### config.mk
export PLATFORM = sky130hd
export DESIGN_NAME = strm_ctrl
export DESIGN_NICKNAME = d
export VERILOG_FILES = /design/src/rtl/strm_pkg.sv /design/src/rtl/strm_ctrl.sv
export SDC_FILE = /design/constraint.sdc
export NUM_CORES = 1
export LEC_CHECK = 0
export BUFFER_PORTS_ARGS = -buffer_cell sky130_fd_sc_hd__buf_4
export CELL_PAD_IN_SITES_DETAIL_PLACEMENT = 1
export CELL_PAD_IN_SITES_GLOBAL_PLACEMENT = 1
export CORE_AREA = 2 2 39 41
export DETAILED_ROUTE_END_ITERATION = 7
export DIE_AREA = 0 0 41 43
export PLACE_DENSITY = 0.72
export SYNTH_ARGS = -nofsm -noshare
export SYNTH_HDL_FRONTEND = slang
export SYNTH_SLANG_ARGS = --single-unit
### constraint.sdc
create_clock -name clk -period 1.7 [get_ports clk]
set_clock_uncertainty 0.15 [all_clocks]
set_input_delay 0.51 -clock clk [delete_from_list [all_inputs] [get_ports clk]]
set_output_delay 0.51 -clock clk [all_outputs]
set_load 0.05 [all_outputs]
### src/rtl/strm_pkg.sv
// Shared types, constants and a helper function for the sparse-table range-minimum engine.
package strm_pkg;

  // Default sizes handed to the top level.
  localparam int MAX_ELEMENTS_DEF = 1024;
  localparam int LEVELS_DEF       = 11;
  localparam int VALUE_WIDTH_DEF  = 32;

  // Fixed field widths of the streams and the configuration port.
  localparam int OP_W   = 2;
  localparam int IDX_W  = 10;
  localparam int VAL_W  = 32;
  localparam int POS_W  = 11;
  localparam int CNT_W  = 11;
  localparam int MIN_W  = 32;
  localparam int FLAG_W = 2;

  // Width of the log search input and result.
  localparam int SRCH_W = 17;
  localparam int LOG_W  = 5;

  // Operation codes carried in the input tuser.
  localparam logic [OP_W-1:0] OP_LOAD  = 2'd0;
  localparam logic [OP_W-1:0] OP_BUILD = 2'd1;
  localparam logic [OP_W-1:0] OP_QUERY = 2'd2;

  // Controller states.
  typedef enum logic [2:0] {
    ST_IDLE,
    ST_QDATA,
    ST_BSTART,
    ST_BRUN,
    ST_BDRAIN
  } state_t;

  // Commands from the controller to the datapath.
  typedef struct packed {
    logic load_we;
    logic query_issue;
    logic query_done;
    logic build_start;
    logic build_read;
    logic build_next;
    logic build_finish;
  } cmd_t;

  // Status from the datapath to the controller.
  typedef struct packed {
    logic out_free;
    logic build_empty;
    logic build_last_j;
    logic build_last_lvl;
  } stat_t;

  // Position of the highest set bit; zero for a zero input.
  function automatic logic [LOG_W-1:0] floor_log2(input logic [SRCH_W-1:0] v);
    logic [LOG_W-1:0] r;
    r = '0;
    for (int i = 0; i < SRCH_W; i++) begin
      if (v[i]) r = LOG_W'(i);
    end
    return r;
  endfunction

endpackage

### src/rtl/strm_ctrl.sv
// Controller state machine that sequences loads, queries and the table build.
module strm_ctrl (
  input  logic                        clk,
  input  logic                        rst_n,
  input  logic                        in_tvalid,
  input  logic [strm_pkg::OP_W-1:0]   op,
  output logic                        in_tready,
  input  strm_pkg::stat_t             stat,
  output strm_pkg::cmd_t              cmd
);

  strm_pkg::state_t state_r;
  strm_pkg::state_t state_nxt;

  // State register.
  always_ff @(posedge clk) begin
    if (!rst_n) begin
      state_r <= strm_pkg::ST_IDLE;
    end else begin
      state_r <= state_nxt;
    end
  end

  // Next state and commands.
  always_comb begin
    state_nxt = state_r;
    cmd       = '0;
    in_tready = 1'b0;
    unique case (state_r)
      strm_pkg::ST_IDLE: begin
        in_tready = 1'b1;
        if (in_tvalid) begin
          unique case (op)
            strm_pkg::OP_LOAD: begin
              cmd.load_we = 1'b1;
            end
            strm_pkg::OP_BUILD: begin
              cmd.build_start = 1'b1;
              state_nxt       = strm_pkg::ST_BSTART;
            end
            strm_pkg::OP_QUERY: begin
              cmd.query_issue = 1'b1;
              state_nxt       = strm_pkg::ST_QDATA;
            end
            default: begin
              state_nxt = strm_pkg::ST_IDLE;
            end
          endcase
        end
      end
      strm_pkg::ST_QDATA: begin
        // Wait for room in the output register.
        if (stat.out_free) begin
          cmd.query_done = 1'b1;
          state_nxt      = strm_pkg::ST_IDLE;
        end
      end
      strm_pkg::ST_BSTART: begin
        if (stat.build_empty) begin
          cmd.build_finish = 1'b1;
          state_nxt        = strm_pkg::ST_IDLE;
        end else begin
          state_nxt = strm_pkg::ST_BRUN;
        end
      end
      strm_pkg::ST_BRUN: begin
        cmd.build_read = 1'b1;
        if (stat.build_last_j) state_nxt = strm_pkg::ST_BDRAIN;
      end
      strm_pkg::ST_BDRAIN: begin
        // The last entry of the level is written in this cycle.
        if (stat.build_last_lvl) begin
          cmd.build_finish = 1'b1;
          state_nxt        = strm_pkg::ST_IDLE;
        end else begin
          cmd.build_next = 1'b1;
          state_nxt      = strm_pkg::ST_BRUN;
        end
      end
      default: begin
        state_nxt = strm_pkg::ST_IDLE;
      end
    endcase
  end

endmodule

==> flow_summary.json <==
{
  "synthTopCellsByArea": "dfxtp_1 (19%), nor4b_2 (9.3%), mux2i_1 (6.2%)",
  "grt_pass1_wl_mm": 1.71,
  "critPathBufInv": 1,
  "drt-initial-drc-count": 1,
  "post-route-period-util_pct": 113,
  "fin_ws_ns": -0.223,
  "synth_warnings": 0,
  "grt_pass1_vias": 415,
  "seq_area_um2": 71.3,
  "top_register": "state_r",
  "hold_buffers": 0,
  "comb_power_share_pct": 44.7,
  "num_antenna_cells": 0,
  "area_growth_syn_to_layout_pct": 147,
  "grtUsageTotal_pct": 14.3,
  "p_leak_nw": 0.353,
  "post-route-util_pct": 57.4,
  "largest_register_ffs": 3,
  "synth-seq-cells": 3,
  "clockBufferDepth": 2,
  "initial_core_util_pct": 23.2,
  "synth_area_um2": 322,
  "fillCellCount": 156,
  "wl_per_cell_um": 14.0,
  "gp_congestion": 0.733,
  "chipWidth_um": 41,
  "hold_viol_final": 0,
  "powerDensity_nw_per_um2": 455,
  "synth.distinct_cells": 22,
  "crit_top_cell": "nor3_4",
  "internal_power_w": 0.000246,
  "postRouteAntennaNets": 0,
  "p_switching_w": 0.000115,
  "cts_root_buf": "clkbuf_4",
  "vdd.ir_drop.worst_mv": 0.359,
  "multi_input_area_um2": 300,
  "hpwl_um": 827,
  "drc": 0,
  "netlist_instances": 36,
  "max_stage_delay_ns": 0.36,
  "row_count": 14,
  "cts_tree": "built",
  "seq_power_share_pct": 20.7,
  "hold_path.class": "primary input to flip-flop",
  "fmax_ghz": 0.520,
  "syn_nets": 45,
  "clock_latency_ns": 0.23,
  "reg_top3": "state_r x3",
  "cp_slowest_cell": "dfxtp_4",
  "critical_path_class": "flip-flop to output pin",
  "finalSetupViolCount": 8,
  "power.total_w": 0.000361,
  "die_area_um2": 1760,
  "clk_pin_slew_worst_paths_ns": 0.04,
  "fin_nets": 88,
  "viasPerCell": 4.68,
  "synth.largest_area_cell": "dfxtp_1",
  "first_pass_iters": 2,
  "core_area_um2": 1380,
  "crit_family": "simple AND/OR/NAND/NOR gates",
  "yosysSeqAreaShare_pct": 18.7,
  "grt_max_degree": 7,
  "worstMarginPinSlew_ns": 0.281,
  "io_buffers": 16,
  "avgSynthCellArea_um2": 8.93,
  "fin_crit_ns": 1.92,
  "synth_top_area_share_pct": 18.7,
  "path_cells": "nor3_4 -> nand2_2 -> nor3_4 -> buf_6",
  "relSlewSlack_pct": 81.1,
  "vias": 440,
  "antenna_found_initial": 0,
  "cts_inserted_buffers": 3,
  "h-tree-depth": 1,
  "maxCapViolations": 0,
  "cp_max_fo": 5,
  "rsz0062_at_grt": "yes",
  "cp.arrival_ns": 1.26,
  "final_common_cell": "buf_4",
  "drive_above_1_share_pct": 80.8,
  "cp-start-kind": "flip-flop",
  "clock-sinks": 3,
  "clkPwrFrac_pct": 34.6,
  "endpoint_kind": "output pin",
  "routed_wirelength_mm": 1.32,
  "maxSlewViolCount": 0,
  "status": "complete, but fails checks",
  "final_cell_mix": "buf_4 (27), buf_6 (11)",
  "crit_required_ns": 1.04,
  "violations": "negative setup slack",
  "die_h_um": 43,
  "sw_frac_of_total_pct": 31.9,
  "ios": 17,
  "grt_overflow": 0
}
-- layer usage --
metal | part of all wire (%) | GRT usage, % | routed length, µm
met4 | 0 | 4.00 | 0
met3 | 4.2 | 4.71 | 56
met1 | 38 | 15.1 | 503
met5 | 0 | 0 | 0
met2 | 58 | 25.3 | 759
-- synthesized netlist by cell type (all sizes together) --
cell type and instances:
and2 1, o2111ai 1, or2b 1, nor4b 2, nand2 5, o21ba 1
buf 3, dfxtp 3, o32ai 1, nand3 1, and2b 1, nand3b 1
mux2i 2, a21oi 1, nor2b 3, o21ai 1, and3 2, nor3 3
and4 1, a211oi 2
-- kinds of logic (layout without fill, tap and decap cells) --
| family | count (synthesis) | in the layout | share of synthesized area, % |
|---|---|---|---|
| muxes | 2 | 2 | 6.23 |
| buffers and inverters | 3 | 45 | 8.17 |
| AOI/OAI and AO/OA | 7 | 7 | 21.8 |
| DFF | 3 | 3 | 18.7 |
| and+or+nand+nor | 21 | 21 | 45.1 |
-- power by group through the flow --
| stage | registers, W | clock network (W) | logic [W] |
|---|---|---|---|
| after floorplan | 0.0000763 | 0 | 0.0000673 |
| after global placement | 0.0000798 | 0 | 0.000115 |
| after detailed placement | 0.0000798 | 0 | 0.000117 |
| after CTS | 0.0000748 | 0.000129 | 0.000149 |
| after global routing | 0.0000754 | 0.000135 | 0.000172 |
| final | 0.0000749 | 0.000125 | 0.000162 |
-- worst min-delay path: cells and delay by family --
kind,cells,cell delay (ns)
buf+inv,1,0.11
compound gates,1,0.07
simple gates,1,0.09
-- area by class of cell --
| type | instances | area share, % |
|---|---|---|
| repair buffers | 41 | 47.4 |
| clock buffers | 4 | 3.31 |
| flip-flops and latches | 3 | 8.98 |
| well taps | 16 | 2.52 |
| multi-input cells | 30 | 37.8 |
-- what timing repair did --
item                                    in CTS  in global routing
endpoints found under the setup margin       8                  8
hold endpoints to repair                     0                  0
gates resized for setup                     24                  4
setup buffers                                7                  4
pin swaps                                    5                  5
-- path summary, 6_finish.rpt --
path                            cells after the start  slack (ns)          to        from
worst min register to register                      3        0.52  state_r[1]  state_r[1]
worst min-delay path                                3        0.42  state_r[1]       rst_n
worst max-delay path                                4       -0.22      cmd[6]  state_r[0]
worst max register to register                      6        0.23  state_r[0]  state_r[1]
-- through the flow --
step,cells,setup slack (ns),setup TNS (ns),cell area [µm²],hold slack [ns]
final,94,-0.223,-1.41,795,0.418
after detailed placement,79,-0.134,-0.489,577,0.567
after floorplan,36,-0.547,-2.64,358,0.437
after global placement,79,-0.127,-0.447,577,0.560
after CTS,90,-0.212,-1.24,747,0.395
after global routing,94,-0.286,-1.86,795,0.427
Note: power is estimated with default switching activity, not from simulation.
